$ cat config.mk
export PLATFORM = sky130hd
export DESIGN_NAME = spectrum_magnitude_top3_peaks
export DESIGN_NICKNAME = d
export VERILOG_FILES = /design/src/hdl/smt3p_pkg.sv /design/src/hdl/spectrum_magnitude_top3_peaks.sv /design/src/hdl/smt3p_front.sv /design/src/hdl/smt3p_queue.sv /design/src/hdl/smt3p_back.sv
export SDC_FILE = /design/constraint.sdc
export NUM_CORES = 2
export LEC_CHECK = 0
export BUFFER_PORTS_ARGS = -buffer_cell sky130_fd_sc_hd__clkbuf_2
export CAP_MARGIN = 20
export CORE_MARGIN = 2
export CORE_UTILIZATION = 38
export CTS_CLUSTER_SIZE = 14
export DETAILED_ROUTE_END_ITERATION = 10
export PLACE_DENSITY_LB_ADDON = 0.15
export SLEW_MARGIN = 20
export SYNTH_ARGS = -nofsm -noshare
export SYNTH_HDL_FRONTEND = slang
export SYNTH_SLANG_ARGS = --single-unit
$ cat constraint.sdc
create_clock -name clk -period 7.5 [get_ports clk]
set_clock_uncertainty 0.2 [all_clocks]
set_input_delay 0.75 -clock clk [delete_from_list [all_inputs] [get_ports clk]]
set_output_delay 0.75 -clock clk [all_outputs]
set_load 0.02 [all_outputs]
$ cat src/hdl/smt3p_pkg.sv
//==============================================================================
// smt3p_pkg
// Types and constants shared by the spectrum magnitude / top-3 peak blocks.
//==============================================================================
`default_nettype none

package smt3p_pkg;

    localparam int BIN_W      = 9;
    localparam int MAG_W      = 17;
    localparam int WORD_W     = 32;
    localparam int HALF_W     = 16;
    localparam int SQ_W       = 31;
    localparam int SUM_W      = 32;
    localparam int RAD_W      = 34;
    localparam int REM_W      = 19;
    localparam int ROOT_STEPS = 17;
    localparam int STEP_W     = 5;
    localparam int MAX_BINS   = 512;
    localparam int FFT_POINTS_DEFAULT = 1024;

    typedef struct packed {
        logic [WORD_W-1:0] spectrum_word;
        logic              last_bin;
    } spec_in_t;

    typedef struct packed {
        logic [MAG_W-1:0] magnitude;
        logic [BIN_W-1:0] bin_index;
        logic             frame_done;
        logic [BIN_W-1:0] first_peak_bin;
        logic [BIN_W-1:0] second_peak_bin;
        logic [BIN_W-1:0] third_peak_bin;
        logic [MAG_W-1:0] first_peak_magnitude;
    } spec_out_t;

    typedef struct packed {
        logic [WORD_W-1:0] spectrum_word;
        logic [BIN_W-1:0]  bin;
        logic              done;
    } bin_task_t;

endpackage

`default_nettype wire

$ cat src/hdl/spectrum_magnitude_top3_peaks.sv
//==============================================================================
// spectrum_magnitude_top3_peaks
// Per-bin magnitude of packed FFT words with a top-3 peak search per frame.
//
// Input queue side: bin_data is taken when push is high and full is low.
// Bins are numbered from 0 within a frame; last_bin, or reaching bin
// min(FFT_POINTS/2, 512) - 1, ends the frame. Bin 0 is left out of the search.
// Result queue side: result holds the oldest result while empty is low and
// is taken when pop is high. One result per bin; on the frame end it carries
// the three peak bins and the largest magnitude.
// The back end handles one bin at a time: squaring, summing, the 17-step
// bit-serial square root and a write-out step; it takes the next bin only
// once the last one is written out.
// A two-entry queue lets up to two bins wait while the back end works; a
// result register holds the finished bin while pop is low, and the back end
// waits in its write step until the result is taken.
// Reset clears the bin counter, the peak tracker, the queue and the
// result valid flag; no result is pending after reset.
//==============================================================================
`default_nettype none

module spectrum_magnitude_top3_peaks
    import smt3p_pkg::*;
#(
    parameter int FFT_POINTS = FFT_POINTS_DEFAULT
)
(
    input  wire logic     clk,
    input  wire logic     rst_n,
    input  wire logic     push,
    output logic          full,
    input  wire spec_in_t bin_data,
    output logic          empty,
    input  wire logic     pop,
    output spec_out_t     result
);

    logic      q_push;
    logic      q_full;
    logic      q_pop;
    logic      q_empty;
    bin_task_t q_wr_entry;
    bin_task_t q_rd_entry;

    smt3p_front #(
        .FFT_POINTS (FFT_POINTS)
    ) u_front (
        .clk      (clk),
        .rst_n    (rst_n),
        .push     (push),
        .full     (full),
        .bin_data (bin_data),
        .q_push   (q_push),
        .q_entry  (q_wr_entry),
        .q_full   (q_full)
    );

    smt3p_queue u_queue (
        .clk     (clk),
        .rst_n   (rst_n),
        .wr_en   (q_push),
        .wr_data (q_wr_entry),
        .q_full  (q_full),
        .rd_en   (q_pop),
        .rd_data (q_rd_entry),
        .q_empty (q_empty)
    );

    smt3p_back u_back (
        .clk     (clk),
        .rst_n   (rst_n),
        .q_empty (q_empty),
        .q_pop   (q_pop),
        .q_entry (q_rd_entry),
        .empty   (empty),
        .pop     (pop),
        .result  (result)
    );

    a_peaks_only_on_done: assert property (@(posedge clk) disable iff (!rst_n)
        (!empty && !result.frame_done) |->
            (result.first_peak_bin == '0 && result.second_peak_bin == '0 &&
             result.third_peak_bin == '0 && result.first_peak_magnitude == '0))
        else $error("peak fields set on a result that does not end the frame");

    a_no_peak_no_bin: assert property (@(posedge clk) disable iff (!rst_n)
        (!empty && result.frame_done && result.first_peak_magnitude == '0) |->
            (result.first_peak_bin == '0 && result.second_peak_bin == '0))
        else $error("peak bin reported without a nonzero peak");

    a_peaks_distinct: assert property (@(posedge clk) disable iff (!rst_n)
        (!empty && result.frame_done && result.second_peak_bin != '0) |->
            (result.first_peak_bin != '0 &&
             result.first_peak_bin != result.second_peak_bin))
        else $error("second peak present without a distinct first peak");

    a_queue_pop_when_filled: assert property (@(posedge clk) disable iff (!rst_n)
        full |-> !q_empty)
        else $error("queue reports full and empty together");

endmodule

`default_nettype wire

$ cat src/hdl/smt3p_front.sv
//==============================================================================
// smt3p_front
// Accepts bins, numbers them within the frame and flags the frame end.
//==============================================================================
`default_nettype none

module smt3p_front
    import smt3p_pkg::*;
#(
    parameter int FFT_POINTS = FFT_POINTS_DEFAULT
)
(
    input  wire logic      clk,
    input  wire logic      rst_n,
    input  wire logic      push,
    output logic           full,
    input  wire spec_in_t  bin_data,
    output logic           q_push,
    output bin_task_t      q_entry,
    input  wire logic      q_full
);

    localparam int HALF_PTS  = FFT_POINTS / 2;
    localparam int CAP_PTS   = (HALF_PTS > MAX_BINS) ? MAX_BINS : HALF_PTS;
    localparam logic [BIN_W-1:0] FINAL_BIN = BIN_W'(CAP_PTS - 1);

    logic [BIN_W-1:0] bin_cnt_reg;
    logic [BIN_W-1:0] bin_cnt_next;
    logic             done;

    assign full   = q_full;
    assign q_push = push && !q_full;
    assign done   = bin_data.last_bin || (bin_cnt_reg == FINAL_BIN);

    assign q_entry.spectrum_word = bin_data.spectrum_word;
    assign q_entry.bin           = bin_cnt_reg;
    assign q_entry.done          = done;

    always_comb
    begin
        bin_cnt_next = bin_cnt_reg;
        if (q_push)
        begin
            bin_cnt_next = done ? '0 : bin_cnt_reg + 1'b1;
        end
    end

    always_ff @(posedge clk or negedge rst_n)
    begin
        if (!rst_n)
        begin
            bin_cnt_reg <= '0;
        end
        else
        begin
            bin_cnt_reg <= bin_cnt_next;
        end
    end

endmodule

`default_nettype wire

$ cat src/hdl/smt3p_queue.sv
//==============================================================================
// smt3p_queue
// Two-entry queue between the front and the back.
//==============================================================================
`default_nettype none

module smt3p_queue
    import smt3p_pkg::*;
(
    input  wire logic      clk,
    input  wire logic      rst_n,
    input  wire logic      wr_en,
    input  wire bin_task_t wr_data,
    output logic           q_full,
    input  wire logic      rd_en,
    output bin_task_t      rd_data,
    output logic           q_empty
);

    bin_task_t  slot_reg [2];
    logic       wr_ptr_reg;
    logic       rd_ptr_reg;
    logic [1:0] count_reg;
    logic       do_wr;
    logic       do_rd;

    assign q_full  = (count_reg == 2'd2);
    assign q_empty = (count_reg == 2'd0);
    assign do_wr   = wr_en && !q_full;
    assign do_rd   = rd_en && !q_empty;
    assign rd_data = slot_reg[rd_ptr_reg];

    always_ff @(posedge clk)
    begin
        if (do_wr)
        begin
            slot_reg[wr_ptr_reg] <= wr_data;
        end
    end

    always_ff @(posedge clk or negedge rst_n)
    begin
        if (!rst_n)
        begin
            wr_ptr_reg <= 1'b0;
            rd_ptr_reg <= 1'b0;
            count_reg  <= '0;
        end
        else
        begin
            if (do_wr)
            begin
                wr_ptr_reg <= !wr_ptr_reg;
            end
            if (do_rd)
            begin
                rd_ptr_reg <= !rd_ptr_reg;
            end
            if (do_wr && !do_rd)
            begin
                count_reg <= count_reg + 1'b1;
            end
            else if (do_rd && !do_wr)
            begin
                count_reg <= count_reg - 1'b1;
            end
        end
    end

endmodule

`default_nettype wire

$ cat src/hdl/smt3p_back.sv
//==============================================================================
// smt3p_back
// Squares, bit-serial square root, top-3 tracker and result register.
//==============================================================================
`default_nettype none

module smt3p_back
    import smt3p_pkg::*;
(
    input  wire logic      clk,
    input  wire logic      rst_n,
    input  wire logic      q_empty,
    output logic           q_pop,
    input  wire bin_task_t q_entry,
    output logic           empty,
    input  wire logic      pop,
    output spec_out_t      result
);

    typedef enum logic [4:0] {
        ST_IDLE   = 5'b00001,
        ST_SQUARE = 5'b00010,
        ST_SUM    = 5'b00100,
        ST_ROOT   = 5'b01000,
        ST_WRITE  = 5'b10000
    } back_state_t;

    back_state_t state_reg, state_next;

    bin_task_t         task_reg;
    logic [SQ_W-1:0]   sq_lo_reg;
    logic [SQ_W-1:0]   sq_hi_reg;
    logic [RAD_W-1:0]  rad_reg;
    logic [REM_W-1:0]  rem_reg;
    logic [MAG_W-1:0]  root_reg;
    logic [STEP_W-1:0] step_reg;

    logic [MAG_W-1:0]  best_mag_reg, second_mag_reg, third_mag_reg;
    logic [BIN_W-1:0]  best_bin_reg, second_bin_reg, third_bin_reg;
    logic [MAG_W-1:0]  best_mag_next, second_mag_next, third_mag_next;
    logic [BIN_W-1:0]  best_bin_next, second_bin_next, third_bin_next;

    spec_out_t         out_reg;
    logic              out_valid_reg;

    logic signed [HALF_W-1:0]   lo_s, hi_s;
    logic signed [2*HALF_W-1:0] lo_prod, hi_prod;
    logic [SUM_W-1:0]           sq_sum;
    logic [REM_W+1:0]           rem_shift;
    logic [REM_W+1:0]           trial;
    logic                       root_bit;
    logic                       out_free;
    logic                       write_out;

    assign lo_s    = task_reg.spectrum_word[HALF_W-1:0];
    assign hi_s    = task_reg.spectrum_word[WORD_W-1:HALF_W];
    assign lo_prod = lo_s * lo_s;
    assign hi_prod = hi_s * hi_s;
    assign sq_sum  = SUM_W'(sq_lo_reg) + SUM_W'(sq_hi_reg);

    assign rem_shift = {rem_reg, rad_reg[RAD_W-1:RAD_W-2]};
    assign trial     = (REM_W+2)'({root_reg, 2'b01});
    assign root_bit  = (rem_shift >= trial);

    assign out_free  = !out_valid_reg || pop;
    assign write_out = (state_reg == ST_WRITE) && out_free;
    assign q_pop     = (state_reg == ST_IDLE) && !q_empty;

    assign empty  = !out_valid_reg;
    assign result = out_reg;

    always_comb
    begin
        state_next = state_reg;
        unique case (state_reg)
            ST_IDLE:   if (!q_empty) state_next = ST_SQUARE;
            ST_SQUARE: state_next = ST_SUM;
            ST_SUM:    state_next = ST_ROOT;
            ST_ROOT:   if (step_reg == STEP_W'(1)) state_next = ST_WRITE;
            ST_WRITE:  if (out_free) state_next = ST_IDLE;
            default:   state_next = ST_IDLE;
        endcase
    end

    // top-3 insertion, strict compare keeps the earlier bin on ties
    always_comb
    begin
        best_mag_next   = best_mag_reg;
        second_mag_next = second_mag_reg;
        third_mag_next  = third_mag_reg;
        best_bin_next   = best_bin_reg;
        second_bin_next = second_bin_reg;
        third_bin_next  = third_bin_reg;
        if (task_reg.bin != '0)
        begin
            priority if (root_reg > best_mag_reg)
            begin
                third_mag_next  = second_mag_reg;
                third_bin_next  = second_bin_reg;
                second_mag_next = best_mag_reg;
                second_bin_next = best_bin_reg;
                best_mag_next   = root_reg;
                best_bin_next   = task_reg.bin;
            end
            else if (root_reg > second_mag_reg)
            begin
                third_mag_next  = second_mag_reg;
                third_bin_next  = second_bin_reg;
                second_mag_next = root_reg;
                second_bin_next = task_reg.bin;
            end
            else if (root_reg > third_mag_reg)
            begin
                third_mag_next = root_reg;
                third_bin_next = task_reg.bin;
            end
            else
            begin
                third_mag_next = third_mag_reg;
            end
        end
    end

    always_ff @(posedge clk)
    begin
        if (q_pop)
        begin
            task_reg <= q_entry;
        end
        if (state_reg == ST_SQUARE)
        begin
            sq_lo_reg <= SQ_W'(lo_prod);
            sq_hi_reg <= SQ_W'(hi_prod);
        end
        if (state_reg == ST_SUM)
        begin
            rad_reg  <= {sq_sum, 2'b00};
            rem_reg  <= '0;
            root_reg <= '0;
        end
        else if (state_reg == ST_ROOT)
        begin
            rad_reg  <= {rad_reg[RAD_W-3:0], 2'b00};
            rem_reg  <= root_bit ? REM_W'(rem_shift - trial) : REM_W'(rem_shift);
            root_reg <= {root_reg[MAG_W-2:0], root_bit};
        end
        if (write_out)
        begin
            out_reg.magnitude  <= root_reg;
            out_reg.bin_index  <= task_reg.bin;
            out_reg.frame_done <= task_reg.done;
            if (task_reg.done)
            begin
                out_reg.first_peak_bin       <= best_bin_next;
                out_reg.second_peak_bin      <= second_bin_next;
                out_reg.third_peak_bin       <= third_bin_next;
                out_reg.first_peak_magnitude <= best_mag_next;
            end
            else
            begin
                out_reg.first_peak_bin       <= '0;
                out_reg.second_peak_bin      <= '0;
                out_reg.third_peak_bin       <= '0;
                out_reg.first_peak_magnitude <= '0;
            end
        end
    end

    always_ff @(posedge clk or negedge rst_n)
    begin
        if (!rst_n)
        begin
            state_reg      <= ST_IDLE;
            step_reg       <= '0;
            out_valid_reg  <= 1'b0;
            best_mag_reg   <= '0;
            second_mag_reg <= '0;
            third_mag_reg  <= '0;
            best_bin_reg   <= '0;
            second_bin_reg <= '0;
            third_bin_reg  <= '0;
        end
        else
        begin
            state_reg <= state_next;
            if (state_reg == ST_SUM)
            begin
                step_reg <= STEP_W'(ROOT_STEPS);
            end
            else if (state_reg == ST_ROOT)
            begin
                step_reg <= step_reg - 1'b1;
            end
            if (write_out)
            begin
                out_valid_reg <= 1'b1;
            end
            else if (pop)
            begin
                out_valid_reg <= 1'b0;
            end
            if (write_out)
            begin
                if (task_reg.done)
                begin
                    best_mag_reg   <= '0;
                    second_mag_reg <= '0;
                    third_mag_reg  <= '0;
                    best_bin_reg   <= '0;
                    second_bin_reg <= '0;
                    third_bin_reg  <= '0;
                end
                else
                begin
                    best_mag_reg   <= best_mag_next;
                    second_mag_reg <= second_mag_next;
                    third_mag_reg  <= third_mag_next;
                    best_bin_reg   <= best_bin_next;
                    second_bin_reg <= second_bin_next;
                    third_bin_reg  <= third_bin_next;
                end
            end
        end
    end

endmodule

`default_nettype wire
Word level (Yosys, flattened, before mapping) --
Memory sizes are Yosys's and may differ from the RTL's. A register that Yosys moved wholly into a read port is not among the register bits. Cells that the tools add are included.
Storage, ports and cells: memory bits (writable) 84, memories 1, flip-flop bits (word level) 303, output and inout bits 73, logic and storage cells 116
Memory list:
- u_queue.slot_reg | depth 2, width 42, read ports 1, clocked after memory_dff 1, write ports 1, line smt3p_queue.sv:20 | bin_task_t slot_reg [2];
Cells by class: magnitude comparators 4, muxes and demuxes 40, equality and inequality tests 11, reduce and logical (&&, ||, !) cells 27, add/subtract/negate cells 6, multipliers 2
Operators by type and width (number):
- 17-bit 2-to-1 mux | 12
- 9-bit 2-to-1 mux | 13
- 34-bit 2-to-1 mux | 2
- 16-bit by 16-bit multiplier with 31-bit output | 2
- 17-bit > comparator | 3
- 31-bit by 31-bit adder with 32-bit output | 1
- 5-bit 2-to-1 mux | 5
- 5-bit case mux with 5 select lines | 1
- 21-bit by 19-bit greater-or-equal comparator with 1-bit output | 1
- 19-bit 2-to-1 mux | 1
- 19-bit subtractor | 1
- 5-bit by 1-bit equality test with 1-bit output (second input constant) | 2
- 9-bit by 1-bit adder with 9-bit output (second input constant) | 1
- 9-bit equality test (second input constant) | 1
- 3-bit AND reduction | 3
- 9-bit nonzero test | 1
- 2-bit nonzero test | 4
- 1-bit logical AND | 7
- 1-bit logical NOT | 7
- 5-bit by 2-bit equality test with 1-bit output (second input constant) | 1
- 5-bit by 3-bit equality test with 1-bit output (second input constant) | 1
- 5-bit by 4-bit equality test with 1-bit output (second input constant) | 1
- 5-bit equality test (second input constant) | 1
- 5-bit by 1-bit subtractor with 5-bit output (second input constant) | 1
- other kinds (11) | 17

Longest topological paths before layout --
depth in word-level cells 8, mapped depth 25, mapped depth without buffers 24

Modules after synthesis --
From an unflattened synthesis, not the netlist that was laid out.
Unflattened totals: cell total of the unflattened synthesis 3512, area total of the unflattened synthesis 37249.5 µm²
Modules (own cells, without submodules):
- smt3p_back | area each 33074.2 µm², cells an instance 3276, instances 1, seq. area each 9105.0 µm²
- smt3p_queue | area each 3429.5 µm², cells an instance 150, instances 1, seq. area each 2622.5 µm²
- smt3p_front | area each 745.7 µm², cells an instance 86, instances 1, seq. area each 225.2 µm²

Worst setup path before layout --
Ideal clock, no wire load.
kind reg2reg, from reg u_back.lo_s[15] (netlist name), to reg u_back.sq_lo_reg[30], data pin, setup time 260 ps, data arrival time 6111 ps, cell stages (with the launch flop) 23, clock period less this slack 6571 ps, setup slack 929 ps, buffers on the path 2, path through edfxtp_1 clkbuf_1 inv_1 clkbuf_1 nor2_1 fa_1 inv_1 fa_1 inv_1 fa_1 fa_1 fa_1 inv_1 fa_1 inv_1 ha_1 o21a_1 a21oi_1 o21ai_0 a2111oi_0 o31ai_1 a21oi_1 xnor2_1
On the way: longest elaborated chain between the ends 1
RTL lines:
- 16-bit by 16-bit multiplier with 31-bit output | line smt3p_back.sv:57 | assign lo_prod = lo_s * lo_s;
- net u_back.lo_prod[30] | line smt3p_back.sv:47 | logic signed [2*HALF_W-1:0] lo_prod, hi_prod;
- to (signal assigned) | line smt3p_back.sv:132 | sq_lo_reg <= SQ_W'(lo_prod);
- to (decl) | line smt3p_back.sv:31 | logic [SQ_W-1:0] sq_lo_reg;
The timed path passes the listed nets, and every way through them passes these cells. A chain may end at the register's enable or synchronous reset.

Final worst setup path --
from reg u_back.lo_s[6] (netlist name), to reg u_back.sq_lo_reg[30], data pin
On the way: longest elaborated chain between the ends 1
RTL lines (line):
- 16-bit by 16-bit multiplier with 31-bit output | smt3p_back.sv:57
- net u_back.lo_prod[30] | smt3p_back.sv:47
The timed path passes the listed nets, and every way through them passes these cells.

==> impl_results.md <==
* Clk_lat worst skew at 0.63 ns
* Most area-consuming cells after synthesis: fa_1, edfxtp_1, ha_1, inv_1, dfrtp_1
* Placed inst area at 39050 sq um
* CTS H-tree depth at 2
* Min cycle time layout at 7.057 ns
* Critical path class: reg -> reg
* CP top delay family: adder cells
* Worst r2r src: u_back.lo_s[6]
* Crit-path cells: nand2_1, fa_1, inv_1, fa_1, inv_1, fa_1, inv_1, fa_1, fa_1, inv_1, fa_1, inv_1, ha_1, a21o_1, a21oi_1, nor3b_1, a31oi_1, a21o_1, a2111oi_0, o31ai_1, a21oi_1, xnor2_1
* CTS sink cnt at 427
* Area Growth Syn to Fin at 10.23%
* TritonCTS clock tree: yes
* First DRT Iteration DRCs at 1032
* Synth Cell Area at 36920 sq um
* Post-route DRC at 0
* Critical Path Fanout Max at 18
* Final hold vios at 0
* Library cells used by synthesis at 81
* Largest net degree at the start of global routing at 71
* Via count at 24310
* Fin cells at 4934
* Root Buffer: clkbuf_16
* Vias per inst at 4.926
* Routing usage on met3 at 0.02086
* Status: finished, final reports clean
* Busiest grt layer: met2
* Grt ovf at 0
* Largest register FFs at 84
* Synth top area share at 0.2500
* Final instance area at 40700 sq um
* Height of the die at 315.7 um
* Post_cts resized at 0
* Worst slew pin tran at 1.071 ns
* Post-Syn Instances at 3518
* Register area share after synthesis at 0.3237
* Placed cells at 4839
* Clock-pin slew on the worst setup and hold paths at 0.06 ns
* RR Endpoint: u_back.sq_lo_reg[30]
* Number of flops mapped to enable cells by yosys at 289
* GP Congestion at 0.8111
* Max-cap violations at 0
* Total GRT Usage at 0.1761
* Layout cell share with drive strength beyond 1 at 0.08420
* CTS Buf Count at 51
* Critical path startpoint category: register
* Setup bufs post-CTS at 0
* Diode count at 0
* Post-layout util at 0.4221
* Wirelength, routed at 83.79 mm
* Yosys top cell by area: fa_1
* Die ar. at 99670 sq um
* Initial Util at 0.3829
* Reg2reg path depth at 22
* Leading cell type in the layout, fill and taps excluded: inv_1
* Syn Area/Cell at 10.50 sq um
* Critical path depth at 22
* Vias in the first global route at 25780
* Die width at 315.7 um
* Initial antenna violation count at 3
* Worst Path Arrival at 7.21 ns
* Max stage delay cell, worst path: edfxtp_1
* Worst Path Required at 7.65 ns
* Mapped Nets at 4290
* Synth async-reset ratio at 0.2389
* Max clock buf depth at 3
* #FFs+latches synth at 427
* WP buf/inv at 5
* Reg-to-reg setup timing slack at 0.44 ns
* Tcrit/Tclk final at 0.9410
* Fin. max-slew vios at 0
* DP HPWL at 65.22 mm
* TritonRoute pass-1 iters at 5
* Most common cell on crit path: fa_1
* Worst path max stage delay at 0.83 ns
* Core box area at 96420 sq um
* Setup crit end kind: register
* First-pass GRT wire length at 138.5 mm
* # setup viols final at 0
* Met1 GRT Util at 0.2311
* Antenna Nets Post-Route at 0
* FMAX at 0.1417 GHz
* Slew margin rel. at 0.2832
* I/O Buffers at 109
* Hold Crit Class: in -> reg
* Crit. Startpoint: u_back.lo_s[6]
* Cell row count at 114
* Layout net count at 4389
* Synth Warn # at 0
* Commonest non-fill, non-tap cells in the layout: inv_1, fa_1, edfxtp_1
* Boundary pin count at 110
* CP endpoint: u_back.sq_lo_reg[30]
* RSZ-0062 raised after global routing: no
* Synth Flop Type: edfxtp_1
* Met2 usage at 0.3115
* Final setup TNS at 0 ns
* DR WL/cell at 16.98 um
-- area by class of cell --
cell class	instances	area, sq um
Inverter	762	2861
Sequential cell	427	11950
Timing Repair Buffer	158	918.4
Clock buffer	64	1366
Fill cell	9545	55720
Multi-Input combinational cell	2217	21730
Tap cell	1276	1597
Clock inverter	30	270.3
-- routing by layer --
metal,wire (um),up-vias
met2,42230,359
met5,27,-
met3,2740,91
met1,37200,12190
li1,-,11660
met4,1592,4
-- synth_stat cells (18+ instances only) --
| cell | count |
|---|---|
| a21o_1 | 53 |
| a21oi_1 | 141 |
| a22oi_1 | 19 |
| a31oi_1 | 18 |
| and2_1 | 72 |
| buf_2 | 20 |
| clkbuf_1 | 90 |
| dfrtp_1 | 101 |
| dfxtp_1 | 36 |
| edfxtp_1 | 289 |
| fa_1 | 461 |
| ha_1 | 274 |
| inv_1 | 758 |
| mux2_2 | 44 |
| mux2i_1 | 41 |
| nand2_1 | 253 |
| nand2b_1 | 19 |
| nand3_1 | 34 |
| nand4_1 | 19 |
| nor2_1 | 201 |
| nor3_1 | 46 |
| o21ai_0 | 82 |
| o21ai_1 | 18 |
| o22ai_1 | 38 |
| o2bb2ai_1 | 42 |
| xnor2_1 | 98 |
| xor2_1 | 35 |
-- worst register-to-register path, cell delays in order, from the launching register on --
cell       delay (ns)
edfxtp_1         0.83
nand2_1          0.20
fa_1             0.53
inv_1            0.05
fa_1             0.49
inv_1            0.05
fa_1             0.53
inv_1            0.05
fa_1             0.38
fa_1             0.53
inv_1            0.05
fa_1             0.47
inv_1            0.04
ha_1             0.33
a21o_1           0.18
a21oi_1          0.15
nor3b_1          0.19
a31oi_1          0.15
a21o_1           0.27
a2111oi_0        0.70
o31ai_1          0.16
a21oi_1          0.19
xnor2_1          0.08
-- worst min-delay path by stage --
stage / startpoint / to / slack (ns) / cells after the start
2_1_floorplan: u_back.rem_reg[18] / u_back.rem_reg[18] / 0.24 / 2
3_3_place_gp: u_back.rem_reg[18] / u_back.rem_reg[18] / 0.25 / 2
3_5_place_dp: u_back.rem_reg[18] / u_back.rem_reg[18] / 0.26 / 2
4_1_cts: bin_data[14] / u_queue.slot_reg[0][23] / 0.08 / 1
5_1_grt: bin_data[14] / u_queue.slot_reg[1][23] / 0.1 / 1
6_report: bin_data[13] / u_queue.slot_reg[0][22] / 0.12 / 1
-- logic make-up after synthesis --
logic type      Yosys count  synth area share
compound gates          549           0.09912
flops                   427            0.3237
buf+inv                 874           0.08953
xor+xnor                133           0.03155
simple gates            715           0.08872
fa+ha+maj               735            0.3428
mux                      85           0.02453
-- through the flow --
step                      hold slack (ns)  setup WS (ns)
final                              0.1212         0.4426
after global routing              0.09759        0.03464
after detailed placement           0.2603         0.4928
after floorplan                    0.2372         0.9290
after global placement             0.2472         0.5294
after CTS                         0.07762         0.4827
-- repair_timing --
action,in CTS,in global routing
hold buffers,1,0
endpoints found under the setup margin,0,0
endpoints found under the hold margin,39,0
Power is not shown: default switching activity piles up to over one toggle a cycle in this logic, so the estimate is an artifact.
